$ cat config.mk
export PLATFORM = sky130hd
export DESIGN_NAME = cv3_out
export DESIGN_NICKNAME = d
export VERILOG_FILES = /design/src/hdl/cv3_pkg.sv /design/src/hdl/cv3_out.sv
export SDC_FILE = /design/constraint.sdc
export NUM_CORES = 1
export LEC_CHECK = 0
export ABC_AREA = 1
export ABC_CLOCK_PERIOD_IN_PS = 1600
export BUFFER_PORTS_ARGS = -buffer_cell sky130_fd_sc_hd__buf_2
export CORE_MARGIN = 3
export CORE_UTILIZATION = 41
export CTS_BUF_LIST = sky130_fd_sc_hd__clkbuf_8 sky130_fd_sc_hd__clkbuf_16
export DETAILED_ROUTE_END_ITERATION = 7
export GPL_TIMING_DRIVEN = 0
export PLACE_DENSITY = 0.8
export SYNTH_ARGS = -nofsm -noshare
export SYNTH_HDL_FRONTEND = slang
export SYNTH_SLANG_ARGS = --single-unit
$ cat constraint.sdc
create_clock -name clk_i -period 1.6 [get_ports clk_i]
set_clock_uncertainty 0.2 [all_clocks]
set_input_delay 0.32 -clock clk_i [delete_from_list [all_inputs] [get_ports clk_i]]
set_output_delay 0.32 -clock clk_i [all_outputs]
set_load 0.01 [all_outputs]
$ cat src/hdl/cv3_pkg.sv
`timescale 1ns / 1ps
`default_nettype none
// ----------------------------------------------------------------------------
// cv3_pkg
// Shared types, constants and helpers for the 3x3 RGB convolution filter.
// ----------------------------------------------------------------------------
package cv3_pkg;

  // geometry defaults
  localparam int MAX_WIDTH_DEF  = 2048;
  localparam int MAX_HEIGHT_DEF = 2048;

  // datapath widths
  localparam int PIX_W   = 24;   // packed R,G,B
  localparam int CH_W    = 8;
  localparam int COEF_W  = 16;   // signed Q8.8
  localparam int KROW_W  = 48;   // three coefficients
  localparam int DIV_W   = 16;
  localparam int OFF_W   = 9;
  localparam int SIZE_W  = 12;   // size registers
  localparam int CNT_W   = 16;   // row counters and extended sizes
  localparam int ACC_W   = 28;   // 9 * 255 * 32768 fits with sign
  localparam int MAG_W   = ACC_W - 1;
  localparam int LANES   = 3;
  localparam int CFG_IDX_W = 3;

  // register indexes
  localparam logic [CFG_IDX_W-1:0] REG_KTOP    = 3'd0;
  localparam logic [CFG_IDX_W-1:0] REG_KMID    = 3'd1;
  localparam logic [CFG_IDX_W-1:0] REG_KBOT    = 3'd2;
  localparam logic [CFG_IDX_W-1:0] REG_DIVISOR = 3'd3;
  localparam logic [CFG_IDX_W-1:0] REG_OFFSET  = 3'd4;
  localparam logic [CFG_IDX_W-1:0] REG_WIDTH   = 3'd5;
  localparam logic [CFG_IDX_W-1:0] REG_HEIGHT  = 3'd6;

  // register reset values
  localparam logic [KROW_W-1:0] KTOP_RST    = 48'h0;
  localparam logic [KROW_W-1:0] KMID_RST    = 48'h0000_0100_0000;
  localparam logic [KROW_W-1:0] KBOT_RST    = 48'h0;
  localparam logic [DIV_W-1:0]  DIVISOR_RST = 16'd256;
  localparam logic [OFF_W-1:0]  OFFSET_RST  = 9'd0;
  localparam logic [SIZE_W-1:0] WIDTH_RST   = 12'd640;
  localparam logic [SIZE_W-1:0] HEIGHT_RST  = 12'd480;

  // last kernel row and column index
  localparam logic [1:0] TAP_LAST = 2'd2;

  typedef enum logic [2:0] {
    S_IDLE,
    S_READ,
    S_MAC,
    S_DIVL,
    S_DIV,
    S_OUT
  } state_e;

  // lane control, one strobe group per cycle
  typedef struct packed {
    logic mac_clr;
    logic mac_en;
    logic div_load;
    logic div_step;
  } lane_ctrl_t;

  // pick one coefficient out of a kernel row, left tap lowest
  function automatic logic signed [COEF_W-1:0] coef_sel(input logic [KROW_W-1:0] row,
                                                        input logic [1:0] c);
    logic signed [COEF_W-1:0] r;
    unique case (c)
      2'd0:    r = row[15:0];
      2'd1:    r = row[31:16];
      2'd2:    r = row[47:32];
      default: r = '0;
    endcase
    return r;
  endfunction

endpackage
`default_nettype wire

$ cat src/hdl/cv3_out.sv
`timescale 1ns / 1ps
`default_nettype none
// ----------------------------------------------------------------------------
// cv3_out
// Merges the three lane results into one output beat and holds it until
// the sink takes it.
// ----------------------------------------------------------------------------
module cv3_out
  import cv3_pkg::*;
(
  input  wire logic              clk_i,
  input  wire logic              rst_ni,
  input  wire logic              load_i,
  input  wire logic [CH_W-1:0]   red_i,
  input  wire logic [CH_W-1:0]   green_i,
  input  wire logic [CH_W-1:0]   blue_i,
  input  wire logic              last_i,
  output logic                   free_o,
  output logic                   m_axis_tvalid_o,
  input  wire logic              m_axis_tready_i,
  output logic [PIX_W-1:0]       m_axis_tdata_o,   // red_out, green_out, blue_out
  output logic                   m_axis_tlast_o    // frame_end
);

  logic             valid_q, valid_d;
  logic [PIX_W-1:0] data_q;
  logic             last_q;

  assign free_o = !valid_q || m_axis_tready_i;

  always_comb begin
    valid_d = valid_q;
    if (load_i) begin
      valid_d = 1'b1;
    end else if (m_axis_tready_i) begin
      valid_d = 1'b0;
    end
  end

  always_ff @(posedge clk_i or negedge rst_ni) begin
    if (!rst_ni) begin
      valid_q <= 1'b0;
    end else begin
      valid_q <= valid_d;
    end
  end

  // payload, red in the low byte
  always_ff @(posedge clk_i) begin
    if (load_i) begin
      data_q <= {blue_i, green_i, red_i};
      last_q <= last_i;
    end
  end

  assign m_axis_tvalid_o = valid_q;
  assign m_axis_tdata_o  = data_q;
  assign m_axis_tlast_o  = last_q;

endmodule
`default_nettype wire

==> run summary <==
Outcome -> finished clean
Crit end category -> primary output
Leakage -> 0.518 nW
GPL Wtd Cong -> 0.681
Floorplan row count -> 15
I/O pin cnt -> 56
Max cap viols -> 0
Slew HR -> 64.6%
Simple-gate share of the synthesized area -> 1.57%
# diodes -> 0
H-tree Lvls -> 1
Critical path class -> reg -> out
Syn Std Cell Area -> 796 sq um
Setup bufs post-CTS -> 0
Final Max Tran Viols -> 0
Grt ovf -> 0
Layout overhead on the synthesized area -> 45.4%
Post-route minimum period -> 1.38 ns
Num CTS Buffers -> 3
Mux cell area share after synthesis -> 0%
Clk_lat worst skew -> 0.26 ns
Total chip power -> 1.29 mW
Routed WL -> 1.41 mm
Post-Synth Adder-Cell Area -> 0%
RR Startpoint -> m_axis_tvalid_o$_DFFE_PN0P_
Final Hold Vio Count -> 0
Pre-Repair DR Iteration Count -> 2
DIE HEIGHT -> 50.1 um
Synth Register Bits -> 26
Reg2Reg Setup Slack -> 0.78 ns
HP Start -> red_i[4]
Clock root cell -> clkbuf_8
Nets@finish -> 120
Number of DRC markers in iteration 0 -> 3
Worst Reg-to-Reg Cells -> 2
Critical path required time -> 1.08 ns
Drt via density -> 4.17
Distinct cell type count after synthesis -> 4
Post-Synth XOR/XNOR Area -> 0%
DIE AREA -> 2510 sq um
Starting Density -> 44.6%
CTS tree -> done
Number of global-route vias before repair -> 485
Peak Freq -> 723 MHz
Tightest Hold Check Type -> in -> reg
Avg Cell Area, Syn -> 26.5 sq um
Post-route ant nets -> 0
Crit path max fanout -> 2
Core area -> 1780 sq um
Syn_nets -> 59
Worst-Margin Slew -> 0.531 ns
Post-synthesis compound-gate area fraction -> 0%
Worst flop-to-flop path endpoint -> m_axis_tvalid_o$_DFFE_PN0P_
RSZ-0062 raised after global routing -> false
Hold EP -> m_axis_tdata_o[4]$_DFFE_PP_
Share of cells above drive strength 1 -> 66.7%
Max VDD drop -> 0.621 mV
Clk buf depth -> 2
Initial antenna violation count -> 0
WHS -> 0.0341 ns
Crit share post-route -> 86.4%
Fin Setup TNS -> 0 ns
Largest net degree at the start of global routing -> 27
CP arrival -> 0.86 ns
Seq/Total Area, Yosys -> 97.5%
Via count -> 480
Worst hold path depth -> 1
IO Port Bufs -> 55
Die width -> 50.1 um
WL/cell -> 12.2 um
Yosys warns -> 0
Largest family of logic cells by synthesized area -> simple AND/OR/NAND/NOR gates
Synth Instances -> 30
FILL cells -> 138
Gr usage total -> 11.4%
Startpoint types -> register
Reg clk slew, reported paths -> 0.08 ns
Num Clock Sinks -> 26
Endpoints failing setup -> 0
Post-DP HPWL -> 1.09 mm
Post-route DRC -> 0
First-pass GRT wire length -> 2.08 mm
PD cells -> 1110 nW/um^2
-- synth_stat cells --
cell | number | share of area (%)
nand2_2 | 2 | 1.6
inv_1 | 2 | 0.94
edfxtp_1 | 25 | 94
dfrtp_1 | 1 | 3.1
-- critical path, cell delays in order (launching register included) --
cell     delay, ns
dfrtp_1       0.40
nand2_2       0.08
buf_2         0.13
-- per-stage QoR --
| stage | utilization [%] | setup slack, ns | instances | instance area (sq um) |
|---|---|---|---|---|
| after floorplan | - | 0.569 | 30 | 796 |
| after global placement | 61.8 | 0.284 | 110 | 1100 |
| after detailed placement | 61.8 | 0.258 | 110 | 1100 |
| after CTS | 64.9 | 0.207 | 115 | 1160 |
| after global routing | 64.9 | 0.165 | 115 | 1160 |
| final | 64.9 | 0.218 | 115 | 1160 |
-- flip-flops by register name, indices dropped and copies added (netlist names) --
signal and count:
m_axis_tdata_o 24, m_axis_tvalid_o 1, m_axis_tlast_o 1
-- kinds of logic (layout without fill, tap and decap cells) --
group / Yosys count / count (layout)
simple gates: 2 / 2
flops: 26 / 26
buf+inv: 2 / 62
-- cells in the final DEF (no fill, tap or decap), drive strengths merged --
master,count
edfxtp,25
nand2,2
dlygate4sd3,1
buf,55
inv,3
dfrtp,1
clkbuf,3
-- report_power, final --
| part | leakage [nW] | switching (mW) | internal [mW] | total, mW |
|---|---|---|---|---|
| clock | 0.0269 | 0.173 | 0.171 | 0.344 |
| combinational | 0.236 | 0.0688 | 0.0612 | 0.130 |
| sequential | 0.255 | 0.0116 | 0.804 | 0.816 |
| total | 0.518 | 0.253 | 1.04 | 1.29 |
-- how the worst max path moves through the flow --
stage                                     start                            to  cells past startpoint
CTS                 m_axis_tvalid_o$_DFFE_PN0P_                        free_o                      2
floorplan           m_axis_tvalid_o$_DFFE_PN0P_                        free_o                      1
global placement                         load_i  m_axis_tdata_o[18]$_DFFE_PP_                      1
global route        m_axis_tvalid_o$_DFFE_PN0P_                        free_o                      2
detailed placement                       load_i   m_axis_tdata_o[5]$_DFFE_PP_                      1
finish              m_axis_tvalid_o$_DFFE_PN0P_                        free_o                      2
-- cell type report --
class / instances / area, sq um / area share [%]
Timing Repair Buffer: 56 / 285 / 24.6
Tap cell: 25 / 31.3 / 2.70
Clock inverter: 1 / 3.75 / 0.324
Inverter: 2 / 7.51 / 0.649
Clock buffer: 3 / 41.3 / 3.57
Sequential cell: 26 / 776 / 67.0
Multi-Input combinational cell: 2 / 12.5 / 1.08
-- per-layer routing --
metal	up-vias	wire (um)	global-route usage, %
met4	0	0	5.53
met3	0	112	2.11
li1	232	-	-
met1	222	445	10.6
met5	-	0	0
met2	26	849	22.8
-- timing repair --
item,4_1_cts,5_1_grt
hold buffers,1,0
resized for setup,0,0
endpoints found under the hold margin,1,0
endpoints found under the setup margin,0,0
Note: power is estimated with default switching activity, not from simulation.
