$ cat config.mk
export PLATFORM = sky130hd
export DESIGN_NAME = cv3_lane
export DESIGN_NICKNAME = d
export VERILOG_FILES = /design/src/hdl/cv3_pkg.sv /design/src/hdl/cv3_lane.sv
export SDC_FILE = /design/constraint.sdc
export NUM_CORES = 1
export LEC_CHECK = 0
export CAP_MARGIN = 20
export CORE_MARGIN = 3
export CORE_UTILIZATION = 24
export DETAILED_ROUTE_END_ITERATION = 6
export DONT_BUFFER_PORTS = 1
export PLACE_DENSITY = 0.37
export REMOVE_ABC_BUFFERS = 1
export SLEW_MARGIN = 20
export SYNTH_ARGS = -nofsm -noshare
export SYNTH_HDL_FRONTEND = slang
export SYNTH_SLANG_ARGS = --single-unit
$ cat constraint.sdc
create_clock -name clk_i -period 11.9 [get_ports clk_i]
set_clock_uncertainty 0.1 [all_clocks]
set_input_delay 2.38 -clock clk_i [delete_from_list [all_inputs] [get_ports clk_i]]
set_output_delay 2.38 -clock clk_i [all_outputs]
set_load 0.01 [all_outputs]
$ cat src/hdl/cv3_pkg.sv
`timescale 1ns / 1ps
`default_nettype none
// ----------------------------------------------------------------------------
// cv3_pkg
// Shared types, constants and helpers for the 3x3 RGB convolution filter.
// ----------------------------------------------------------------------------
package cv3_pkg;

  // geometry defaults
  localparam int MAX_WIDTH_DEF  = 2048;
  localparam int MAX_HEIGHT_DEF = 2048;

  // datapath widths
  localparam int PIX_W   = 24;   // packed R,G,B
  localparam int CH_W    = 8;
  localparam int COEF_W  = 16;   // signed Q8.8
  localparam int KROW_W  = 48;   // three coefficients
  localparam int DIV_W   = 16;
  localparam int OFF_W   = 9;
  localparam int SIZE_W  = 12;   // size registers
  localparam int CNT_W   = 16;   // row counters and extended sizes
  localparam int ACC_W   = 28;   // 9 * 255 * 32768 fits with sign
  localparam int MAG_W   = ACC_W - 1;
  localparam int LANES   = 3;
  localparam int CFG_IDX_W = 3;

  // register indexes
  localparam logic [CFG_IDX_W-1:0] REG_KTOP    = 3'd0;
  localparam logic [CFG_IDX_W-1:0] REG_KMID    = 3'd1;
  localparam logic [CFG_IDX_W-1:0] REG_KBOT    = 3'd2;
  localparam logic [CFG_IDX_W-1:0] REG_DIVISOR = 3'd3;
  localparam logic [CFG_IDX_W-1:0] REG_OFFSET  = 3'd4;
  localparam logic [CFG_IDX_W-1:0] REG_WIDTH   = 3'd5;
  localparam logic [CFG_IDX_W-1:0] REG_HEIGHT  = 3'd6;

  // register reset values
  localparam logic [KROW_W-1:0] KTOP_RST    = 48'h0;
  localparam logic [KROW_W-1:0] KMID_RST    = 48'h0000_0100_0000;
  localparam logic [KROW_W-1:0] KBOT_RST    = 48'h0;
  localparam logic [DIV_W-1:0]  DIVISOR_RST = 16'd256;
  localparam logic [OFF_W-1:0]  OFFSET_RST  = 9'd0;
  localparam logic [SIZE_W-1:0] WIDTH_RST   = 12'd640;
  localparam logic [SIZE_W-1:0] HEIGHT_RST  = 12'd480;

  // last kernel row and column index
  localparam logic [1:0] TAP_LAST = 2'd2;

  typedef enum logic [2:0] {
    S_IDLE,
    S_READ,
    S_MAC,
    S_DIVL,
    S_DIV,
    S_OUT
  } state_e;

  // lane control, one strobe group per cycle
  typedef struct packed {
    logic mac_clr;
    logic mac_en;
    logic div_load;
    logic div_step;
  } lane_ctrl_t;

  // pick one coefficient out of a kernel row, left tap lowest
  function automatic logic signed [COEF_W-1:0] coef_sel(input logic [KROW_W-1:0] row,
                                                        input logic [1:0] c);
    logic signed [COEF_W-1:0] r;
    unique case (c)
      2'd0:    r = row[15:0];
      2'd1:    r = row[31:16];
      2'd2:    r = row[47:32];
      default: r = '0;
    endcase
    return r;
  endfunction

endpackage
`default_nettype wire

$ cat src/hdl/cv3_lane.sv
`timescale 1ns / 1ps
`default_nettype none
// ----------------------------------------------------------------------------
// cv3_lane
// One colour channel: multiply-accumulate over the nine taps, then a
// restoring divide one bit a cycle, offset and clamp.
// ----------------------------------------------------------------------------
module cv3_lane
  import cv3_pkg::*;
(
  input  wire logic                     clk_i,
  input  wire logic                     rst_ni,
  input  wire lane_ctrl_t               ctrl_i,
  input  wire logic [CH_W-1:0]          pix_i,
  input  wire logic signed [COEF_W-1:0] coef_i,
  input  wire logic [DIV_W-1:0]         divisor_i,  // never zero
  input  wire logic signed [OFF_W-1:0]  offset_i,
  output logic [CH_W-1:0]               res_o
);

  logic signed [ACC_W-1:0] acc_q, acc_d;
  logic [MAG_W-1:0]        dq_q, dq_d;     // dividend in, quotient out
  logic [DIV_W-1:0]        rem_q, rem_d;
  logic                    neg_q, neg_d;

  logic signed [CH_W+COEF_W:0] prod;
  logic [DIV_W:0]              rem_sh;
  logic signed [ACC_W-1:0]     qs;
  logic signed [ACC_W:0]       v;

  // tap product, pixel taken as unsigned
  assign prod   = $signed({1'b0, pix_i}) * coef_i;
  assign rem_sh = {rem_q, dq_q[MAG_W-1]};

  always_comb begin
    acc_d = acc_q;
    dq_d  = dq_q;
    rem_d = rem_q;
    neg_d = neg_q;
    if (ctrl_i.mac_clr) begin
      acc_d = '0;
    end else if (ctrl_i.mac_en) begin
      acc_d = acc_q + ACC_W'(prod);
    end
    if (ctrl_i.div_load) begin
      neg_d = acc_q[ACC_W-1];
      dq_d  = acc_q[ACC_W-1] ? MAG_W'(-acc_q) : acc_q[MAG_W-1:0];
      rem_d = '0;
    end else if (ctrl_i.div_step) begin
      if (rem_sh >= {1'b0, divisor_i}) begin
        rem_d = DIV_W'(rem_sh - {1'b0, divisor_i});
        dq_d  = {dq_q[MAG_W-2:0], 1'b1};
      end else begin
        rem_d = rem_sh[DIV_W-1:0];
        dq_d  = {dq_q[MAG_W-2:0], 1'b0};
      end
    end
  end

  always_ff @(posedge clk_i or negedge rst_ni) begin
    if (!rst_ni) begin
      acc_q <= '0;
      neg_q <= 1'b0;
    end else begin
      acc_q <= acc_d;
      neg_q <= neg_d;
    end
  end

  always_ff @(posedge clk_i) begin
    dq_q  <= dq_d;
    rem_q <= rem_d;
  end

  // sign back on, offset, clamp to 0..255
  assign qs = neg_q ? -$signed({1'b0, dq_q}) : $signed({1'b0, dq_q});
  assign v  = $signed({qs[ACC_W-1], qs}) + (ACC_W+1)'(offset_i);

  always_comb begin
    if (v < 0) begin
      res_o = '0;
    end else if (v > 255) begin
      res_o = '1;
    end else begin
      res_o = v[CH_W-1:0];
    end
  end

endmodule
`default_nettype wire

==> impl_metrics.py, run 1 <==
metrics = {
    "status": {
        "outcome": "finished, final reports clean",
    },
    "synth": {
        "syn_area_per_cell_um2": 8.46,
        "syn_area_um2": 12100,
        "ys_warn_count": 0,
        "synth_edf_count": 27,
        "ys_seq_area_share_pct": 15.3,
        "synth_flop_cell": "dfrtp_1",
        "ys_ff_latch": 72,
        "synth_cell_types": 76,
        "syn_inst": 1435,
        "async_flop_share_pct": 40.3,
    },
    "min_path": {
        "holdPathEnd": "rem_q[15]",
        "hp-class": "flip-flop to flip-flop",
        "min_from": "rem_q[15]",
        "hold_depth": 1,
    },
    "sta": {
        "slew_violations": 0,
        "hold_viol": 0,
        "rsz0062_at_grt": "no",
        "max_freq_mhz": 124,
        "setup_tns_ps": 0,
        "worst_pin_slew_ps": 1010,
        "finalSetupViolations": 0,
        "fin_crit_sh_pct": 67.7,
        "maxSlewHeadroom_pct": 32.4,
        "finalCriticalPeriod_ps": 8050,
    },
    "floorplan": {
        "io_pins": 63,
        "rows": 81,
        "core_um2": 49500,
        "die-width_um": 231,
        "dieArea_um2": 53300,
        "start_util_pct": 24.5,
        "die_y_um": 231,
    },
    "setup_path": {
        "reg2reg_slack_ps": 8160,
        "cp-end-kind": "primary output",
        "crit_fanout": 8,
        "r2r_cells": 13,
        "startpoint": "dq_q[9]",
        "worstPathRequired_ps": 9420,
        "r2r-end": "acc_q[26]",
        "worstSetupStartpointType": "flip-flop",
        "critical_path_arrival_ps": 5570,
        "timing.rr.start": "acc_q[6]",
        "crit_type": "flip-flop to primary output",
    },
    "clocking": {
        "cts-root-buf": "clkbuf_16",
        "cts_buffers": 9,
        "cts_setup_buffers": 0,
        "cts_hold_buf": 0,
        "cts.sinks": 72,
        "clock_path_buffers": 2,
        "h-tree-depth": 3,
        "cts-resized-gates": 0,
        "clk_pin_slew_worst_paths_ps": 60,
        "cts_tree": "yes",
        "clock_latency_ps": 350,
    },
    "route": {
        "first_iter_violations": 396,
        "final_antenna_net_count": 0,
        "routed_wl_mm": 30.9,
        "wl_per_cell_um": 14.9,
        "post-route-drc-count": 0,
        "dr.pass1.iters": 5,
        "viasPerCell": 4.52,
        "vias": 9351,
    },
    "grt": {
        "grt_pass1_wl_mm": 51.5,
        "overflow": 0,
        "antenna_found_initial": 0,
        "grt_usage_pct": 11.8,
        "grt_max_degree": 74,
        "grt_pass1_vias": 9597,
    },
    "finish": {
        "mostFrequentLayoutCell": "inv_1",
        "drive_above_1_share_pct": 2.99,
        "layout.nets": 1692,
        "area_growth_pct": 8.03,
        "fin_util_pct": 26.5,
        "stdcell_area_um2": 13100,
        "stdcell_count": 2068,
        "final_cell_mix": "inv_1 (210), fa_1 (130), nand2_1 (119)",
        "diodes": 0,
    },
    "place": {
        "dpl_cell_area_um2": 12800,
        "hpwl_mm": 25.7,
        "place_congestion": 0.780,
        "port_buffers": 0,
        "dp_cells": 2052,
    },
    "power": {
        "p_leak_nw": 5.95,
        "powerDensity_nw_per_um2": 254,
        "vdd_ir_drop_max_uv": 90.9,
    },
    "run": {
        "maxCapViolations": 0,
    },
}
-- critical path, stage by stage (launching register included) --
cell      delay (ps)
edfxtp_1         430
or4_1            610
nor4_1           250
and2b_1          190
nand2b_1         110
or4_4            520
o31ai_1          250
xnor2_1          140
ha_1             440
nand2_1          150
o211ai_1         350
o21a_1           180
o21ai_0           80
a21o_1           160
a2111o_1         400
nor4_1           250
and4bb_1         480
a31oi_1          230
-- final cells by class --
| cell class | instances | area [um2] |
|---|---|---|
| clock inverters | 4 | 75.1 |
| multi-input cells | 1104 | 9300 |
| clock buffers | 12 | 256 |
| well taps | 664 | 831 |
| flip-flops and latches | 72 | 1860 |
| fillers | 5519 | 36300 |
| inverters | 212 | 796 |
-- cells in the mapped netlist, types with 8 or more instances --
| cell | count | area, um2 |
|---|---|---|
| o21a_1 | 14 | 105 |
| mux2i_1 | 32 | 320 |
| o211ai_1 | 11 | 82.6 |
| dfrtp_1 | 29 | 726 |
| nand3_1 | 18 | 90.1 |
| and2_1 | 77 | 482 |
| xnor2_1 | 71 | 622 |
| a211oi_1 | 25 | 188 |
| nor4_1 | 8 | 50.1 |
| dfxtp_1 | 16 | 320 |
| fa_1 | 130 | 2600 |
| a21oi_1 | 91 | 455 |
| nand4_1 | 12 | 75.1 |
| clkbuf_1 | 37 | 139 |
| a31oi_1 | 12 | 75.1 |
| edfxtp_1 | 27 | 811 |
| o31ai_1 | 20 | 150 |
| or4_1 | 8 | 60.1 |
| ha_1 | 108 | 1350 |
| a21o_1 | 24 | 180 |
| o21ai_0 | 50 | 250 |
| xor2_1 | 24 | 210 |
| nand2b_1 | 12 | 75.1 |
| nor2_1 | 114 | 428 |
| inv_1 | 211 | 792 |
| nor3_1 | 16 | 80.1 |
| nand2_1 | 119 | 447 |
-- how the worst max path moves through the flow --
stage                           end  slack [ps]  depth (start not counted)
final                      res_o[4]        3850                         17
after global routing       res_o[0]        3400                         17
after CTS                  res_o[4]        3820                         17
after detailed placement   res_o[4]        4030                         12
after global placement    acc_q[26]        4090                         20
after floorplan           acc_q[26]        4370                         19
-- registers in the layout, summed over array words and instances, names as in the netlist --
name	cells
dq_q	27
rem_q	16
neg_q	1
acc_q	28
-- metal layers --
layer	up-vias	GRT usage (%)	share of wire, %
met5	-	0	0
met2	101	17.9	43
met1	4458	17.5	53
met4	0	3.47	2.2
met3	26	1.46	2.2
li1	4766	-	-
-- metrics by stage --
step / worst slack [ps] / hold slack (ps) / total power [mW]
5_1_grt: 3400 / 412 / 3.74
4_1_cts: 3820 / 394 / 3.38
2_1_floorplan: 4370 / 350 / 2.50
3_3_place_gp: 4090 / 372 / 3.06
6_report: 3850 / 384 / 3.34
3_5_place_dp: 4030 / 379 / 3.05
-- cell families (layout without fill, tap and decap cells) --
group,Yosys count,in the layout,share of synthesized area [%]
AOI/OAI and AO/OA,309,309,16.8
xor gates and xnor gates,95,95,6.85
adders and majority gates,238,238,32.6
buffers and inverters,259,228,8.10
DFF,72,72,15.3
muxes,33,33,2.73
and+or+nand+nor,429,429,17.7
-- report_power, final --
part | internal, mW | switching [mW]
logic | 1.13 | 1.47
clock network | 0.196 | 0.114
registers | 0.331 | 0.0919
total | 1.66 | 1.68
(Power assumes the default switching activity.)
==> run 2, diff against run 1 <==
--- a/config.mk
+++ b/config.mk
@@ -10,7 +10,7 @@
 export CORE_UTILIZATION = 24
 export DETAILED_ROUTE_END_ITERATION = 6
 export DONT_BUFFER_PORTS = 1
-export PLACE_DENSITY = 0.37
+export PLACE_DENSITY = 0.38
 export REMOVE_ABC_BUFFERS = 1
 export SLEW_MARGIN = 20
 export SYNTH_ARGS = -nofsm -noshare
==> constraint.sdc (replaced) <==
create_clock -name clk_i -period 6.5 [get_ports clk_i]
set_clock_uncertainty 0.1 [all_clocks]
set_input_delay 1.3 -clock clk_i [delete_from_list [all_inputs] [get_ports clk_i]]
set_output_delay 1.3 -clock clk_i [all_outputs]
set_load 0.01 [all_outputs]
==> run 2 against run 1 <==
  * Critical path depth up 2
  * Clock power increased by 56%
  * Wire length is 0.96% lower
  * Highest routed layer unchanged
==> impl_metrics.py, run 2 (same netlist as run 1, synthesis figures left out) <==
metrics = {
    "status": {
        "outcome": "finished, final reports clean",
    },
    "place": {
        "place_congestion": 0.795,
        "port_buffers": 0,
        "dpl_cell_area_um2": 13100,
        "hpwl_mm": 25.4,
        "dpl_worst_slack_ps": -106,
    },
    "floorplan": {
        "core_um2": 49500,
        "rows": 81,
        "die-width_um": 231,
        "start_util_pct": 24.5,
        "dieArea_um2": 53300,
        "io_pins": 63,
        "die_y_um": 231,
    },
    "clocking": {
        "cts_buffers": 9,
        "cts-root-buf": "clkbuf_16",
        "clock_path_buffers": 2,
        "cts_hold_buf": 0,
        "cts.sinks": 72,
        "cts_tree": "yes",
        "clock_latency_ps": 350,
        "clk_pin_slew_worst_paths_ps": 60,
        "h-tree-depth": 3,
    },
    "route": {
        "post-route-drc-count": 0,
        "viasPerCell": 4.50,
        "dr.pass1.iters": 5,
        "first_iter_violations": 484,
        "routed_wl_mm": 30.6,
        "final_antenna_net_count": 0,
        "wl_per_cell_um": 14.5,
        "vias": 9510,
    },
    "finish": {
        "area_growth_pct": 11.9,
        "multiInputGateArea_um2": 9440,
        "layout.nets": 1739,
        "stdcell_area_um2": 13600,
        "reg_top3": "acc_q x28, dq_q x27, rem_q x16",
        "fillCellCount": 5420,
        "regMostFlops": "acc_q",
        "diodes": 0,
        "mostFrequentLayoutCell": "inv_1",
        "regArea_um2": 1860,
        "largest_reg_flops": 28,
        "final_cell_mix": "inv_1 (210), fa_1 (130), nand2_1 (119)",
        "drive_above_1_share_pct": 7.44,
    },
    "setup_path": {
        "worstPathRequired_ps": 5100,
        "crit_type": "flip-flop to primary output",
        "crit_fanout": 8,
        "reg2reg_slack_ps": 2870,
        "r2r_cells": 13,
        "worstSetupStartpointType": "flip-flop",
        "critical_path_arrival_ps": 4920,
        "cp-end-kind": "primary output",
    },
    "run": {
        "maxCapViolations": 0,
    },
    "grt": {
        "antenna_found_initial": 0,
        "grt_max_degree": 74,
        "grt_pass1_wl_mm": 51.9,
        "grt_usage_pct": 11.8,
        "grt_pass1_vias": 9778,
        "overflow": 0,
    },
    "sta": {
        "rsz0062_at_grt": "yes",
        "finalSetupViolations": 0,
        "max_freq_mhz": 158,
        "hold_viol": 0,
        "fin_crit_sh_pct": 97.2,
        "slew_violations": 0,
        "finalCriticalPeriod_ps": 6320,
        "holdWs_ps": 390,
        "worst_pin_slew_ps": 1180,
        "maxSlewHeadroom_pct": 20.7,
        "finalWorstSetupSlack_ps": 179,
    },
    "power": {
        "finalPower_mw": 6.54,
        "vdd_ir_drop_max_uv": 208,
        "powerDensity_nw_per_um2": 482,
        "p_leak_nw": 6.18,
    },
    "min_path": {
        "hp-class": "flip-flop to flip-flop",
        "hold_depth": 1,
    },
}
==> run 2: metrics by stage <==
step	setup TNS, ps	instances	utilization (%)
finish	0	2115	27.5
global route	-360	2115	27.5
CTS	0	2111	27.1
detailed placement	-211	2095	26.5
global placement	-182	2095	26.5
floorplan	0	1388	-
==> run 2: critical path, stage by stage, from the launching register on <==
cell and delay (ps):
edfxtp_1 380, or4_4 580, nor4_4 160, and2b_1 170, nand2b_1 90, or4_4 460
o31ai_4 270, xnor2_2 160, ha_1 280, buf_6 140, nand2_1 60, o211ai_1 170
nor3_1 250, o21ai_1 90, a21o_1 160, a2111o_1 410, nor4_2 150, and4bb_1 270
buf_6 170, a31oi_2 140
==> run 2: power breakdown <==
group | switching, mW | total (mW) | internal, mW
clock | 0.204 | 0.483 | 0.279
sequential | 0.167 | 0.772 | 0.606
combinational | 2.84 | 5.29 | 2.45
total | 3.21 | 6.54 | 3.33
==> run 2: timing repair <==
item,CTS,global route
resized for setup,5,22
pin swaps,1,9
setup endpoints to repair,8,9
buffers inserted,0,3
==> run 2: routing by layer <==
| layer | wire length (um) | part of all wire [%] | GRT usage [%] | vias to the layer above |
|---|---|---|---|---|
| met2 | 13300 | 43 | 18.2 | 105 |
| met3 | 661 | 2.2 | 1.32 | 20 |
| met5 | 0 | 0 | 0 | - |
| met1 | 16200 | 53 | 17.4 | 4516 |
| met4 | 449 | 1.5 | 3.33 | 0 |
| li1 | - | - | - | 4869 |
==> run 2: worst paths after layout <==
kind / end / from
max reg2reg: acc_q[27] / acc_q[1]
min: rem_q[15] / rem_q[15]
max: res_o[6] / dq_q[9]
min reg2reg: rem_q[15] / rem_q[15]
min in group asynchronous: acc_q[0] / rst_ni
max in group asynchronous: acc_q[25] / rst_ni
==> run 2: area by class of cell <==
| type | count | share of cell area (%) |
|---|---|---|
| Multi-Input combinational cell | 1104 | 69.5 |
| Sequential cell | 72 | 13.7 |
| Tap cell | 664 | 6.12 |
| Inverter | 212 | 5.86 |
| Timing Repair Buffer | 47 | 2.71 |
| Clock buffer | 12 | 1.89 |
| Clock inverter | 4 | 0.212 |
==> run 3, diff against run 2 <==
--- a/config.mk
+++ b/config.mk
@@ -6,11 +6,14 @@
 export NUM_CORES = 1
 export LEC_CHECK = 0
 export CAP_MARGIN = 20
+export CELL_PAD_IN_SITES_DETAIL_PLACEMENT = 0
+export CELL_PAD_IN_SITES_GLOBAL_PLACEMENT = 1
 export CORE_MARGIN = 3
 export CORE_UTILIZATION = 24
 export DETAILED_ROUTE_END_ITERATION = 6
 export DONT_BUFFER_PORTS = 1
-export PLACE_DENSITY = 0.38
+export GPL_ROUTABILITY_DRIVEN = 0
+export PLACE_DENSITY = 0.47
 export REMOVE_ABC_BUFFERS = 1
 export SLEW_MARGIN = 20
 export SYNTH_ARGS = -nofsm -noshare
==> run 3 against run 2 <==
  * Critical path depth decreased by 1
  * Clock power grew 4.3%
  * First-iteration DRC count down 19%
  * Combinational power is 0.9% lower
  * Sequential cell count stayed put
  * Sequential share of layout area about the same
  * Highest routed layer unchanged
==> impl_metrics.py, run 3 (same netlist as run 1, synthesis figures left out) <==
metrics = {
    "route": {
        "route.met2.wl_mm": 14.1,
        "dr.pass1.iters": 7,
        "dr.max_layer_used": "met4",
        "viasPerCell": 4.46,
        "wl_met3_um": 588,
        "final_antenna_net_count": 0,
        "wl_per_cell_um": 14.9,
        "routed_wl_mm": 31.4,
        "vias": 9421,
        "first_iter_violations": 391,
        "m1WireLength_mm": 16.5,
        "post-route-drc-count": 0,
    },
    "finish": {
        "mostFrequentLayoutCell": "inv_1",
        "area_growth_pct": 11.9,
        "stdcell_count": 2112,
        "regMostFlops": "acc_q",
        "reg_top3": "acc_q x28, dq_q x27, rem_q x16",
        "diodes": 0,
        "final_cell_mix": "inv_1 (210), fa_1 (130), nand2_1 (118)",
        "layout.nets": 1736,
        "largest_reg_flops": 28,
        "drive_above_1_share_pct": 7.32,
        "stdcell_area_um2": 13600,
    },
    "place": {
        "dp_cells": 2093,
        "port_buffers": 0,
        "hpwl_mm": 26.3,
        "dpl_cell_area_um2": 13100,
        "dpl_worst_slack_ps": -102,
    },
    "floorplan": {
        "core_um2": 49500,
        "start_util_pct": 24.5,
        "die_y_um": 231,
        "rows": 81,
        "die-width_um": 231,
        "io_pins": 63,
        "dieArea_um2": 53300,
    },
    "grt": {
        "antenna_found_initial": 0,
        "overflow": 0,
        "grt_pass1_vias": 9992,
        "grt_max_degree": 74,
        "grt_pass1_wl_mm": 53.7,
        "grt_usage_pct": 12.2,
    },
    "sta": {
        "worst_pin_slew_ps": 1200,
        "fin_crit_sh_pct": 96.3,
        "rsz0062_at_grt": "yes",
        "maxSlewHeadroom_pct": 19.6,
        "max_freq_mhz": 160,
        "finalWorstSetupSlack_ps": 240,
        "hold_viol": 0,
        "finalCriticalPeriod_ps": 6260,
        "holdWs_ps": 383,
        "setup_tns_ps": 0,
        "slew_violations": 0,
        "finalSetupViolations": 0,
    },
    "clocking": {
        "cts_buffers": 9,
        "cts_tree": "yes",
        "clock_path_buffers": 2,
        "clock_latency_ps": 350,
        "h-tree-depth": 3,
        "cts-root-buf": "clkbuf_16",
        "cts.sinks": 72,
        "clk_pin_slew_worst_paths_ps": 50,
    },
    "power": {
        "p_leak_nw": 6.17,
        "vdd_ir_drop_max_uv": 225,
        "powerDensity_nw_per_um2": 480,
    },
    "setup_path": {
        "timing.rr.start": "acc_q[1]",
        "worstSetupStartpointType": "flip-flop",
        "critical_path_arrival_ps": 4860,
        "r2r_cells": 13,
        "reg2reg_slack_ps": 2900,
        "endpoint": "res_o[7]",
        "crit_type": "flip-flop to primary output",
        "worstPathRequired_ps": 5100,
        "startpoint": "dq_q[8]",
        "crit_fanout": 8,
        "cp-end-kind": "primary output",
        "r2r-end": "acc_q[27]",
    },
    "run": {
        "maxCapViolations": 0,
    },
    "status": {
        "outcome": "finished, final reports clean",
    },
    "min_path": {
        "hp-class": "flip-flop to flip-flop",
    },
}
[run 3: layer usage]
metal	GRT usage, %	up-vias
li1	-	4852
met1	17.9	4475
met2	19.3	82
met3	1.49	12
met4	2.60	0
met5	0	-
[run 3: how the worst min path moves through the flow]
stage / slack [ps] / cells past startpoint / start / endpoint
after detailed placement: 380 / 1 / rem_q[15] / rem_q[15]
after global placement: 380 / 1 / rem_q[15] / rem_q[15]
after CTS: 390 / 1 / rem_q[15] / rem_q[15]
final: 380 / 1 / rem_q[15] / rem_q[15]
after global routing: 420 / 1 / rem_q[15] / rem_q[15]
after floorplan: 350 / 1 / rem_q[15] / rem_q[15]
[run 3: worst max-delay path: stages (launching register included)]
cell      delay [ps]
edfxtp_1         390
or4_4            590
nor4_4           180
and2b_1          170
nand2b_1          90
or4_4            460
o31ai_4          220
xnor2_2          130
ha_4             290
nand2_2           50
o211ai_1         410
o21a_1           170
o21ai_1           70
a21o_1           160
a2111o_1         400
nor4_1           150
and4bb_1         240
buf_6            170
a31oi_2          140
[run 3: cell type report]
type	instances	area, um2
sequential	72	1860
clock inverter	3	42.5
inverter	212	796
multi-input combinational	1104	9460
fill	5451	35900
timing repair buffer	44	352
tap	664	831
clock buffer	13	250
[run 3: power breakdown]
part           total (mW)  internal [mW]  switching (mW)
sequential          0.773          0.606           0.168
clock               0.504          0.307           0.197
combinational        5.24           2.40            2.84
[run 3: timing repair]
action                                  4_1_cts  5_1_grt
buffers inserted                              1        1
endpoints found under the setup margin        8        8
pin swaps                                     3       11
hold buffers                                  0        0
resized for setup                             6       24
[run 3: metrics by stage]
stage / utilization (%) / power [mW]
6_report: 27.5 / 6.52
5_1_grt: 27.5 / 7.41
4_1_cts: 27.1 / 6.55
3_5_place_dp: 26.5 / 5.97
3_3_place_gp: 26.5 / 5.98
2_1_floorplan: - / 4.57
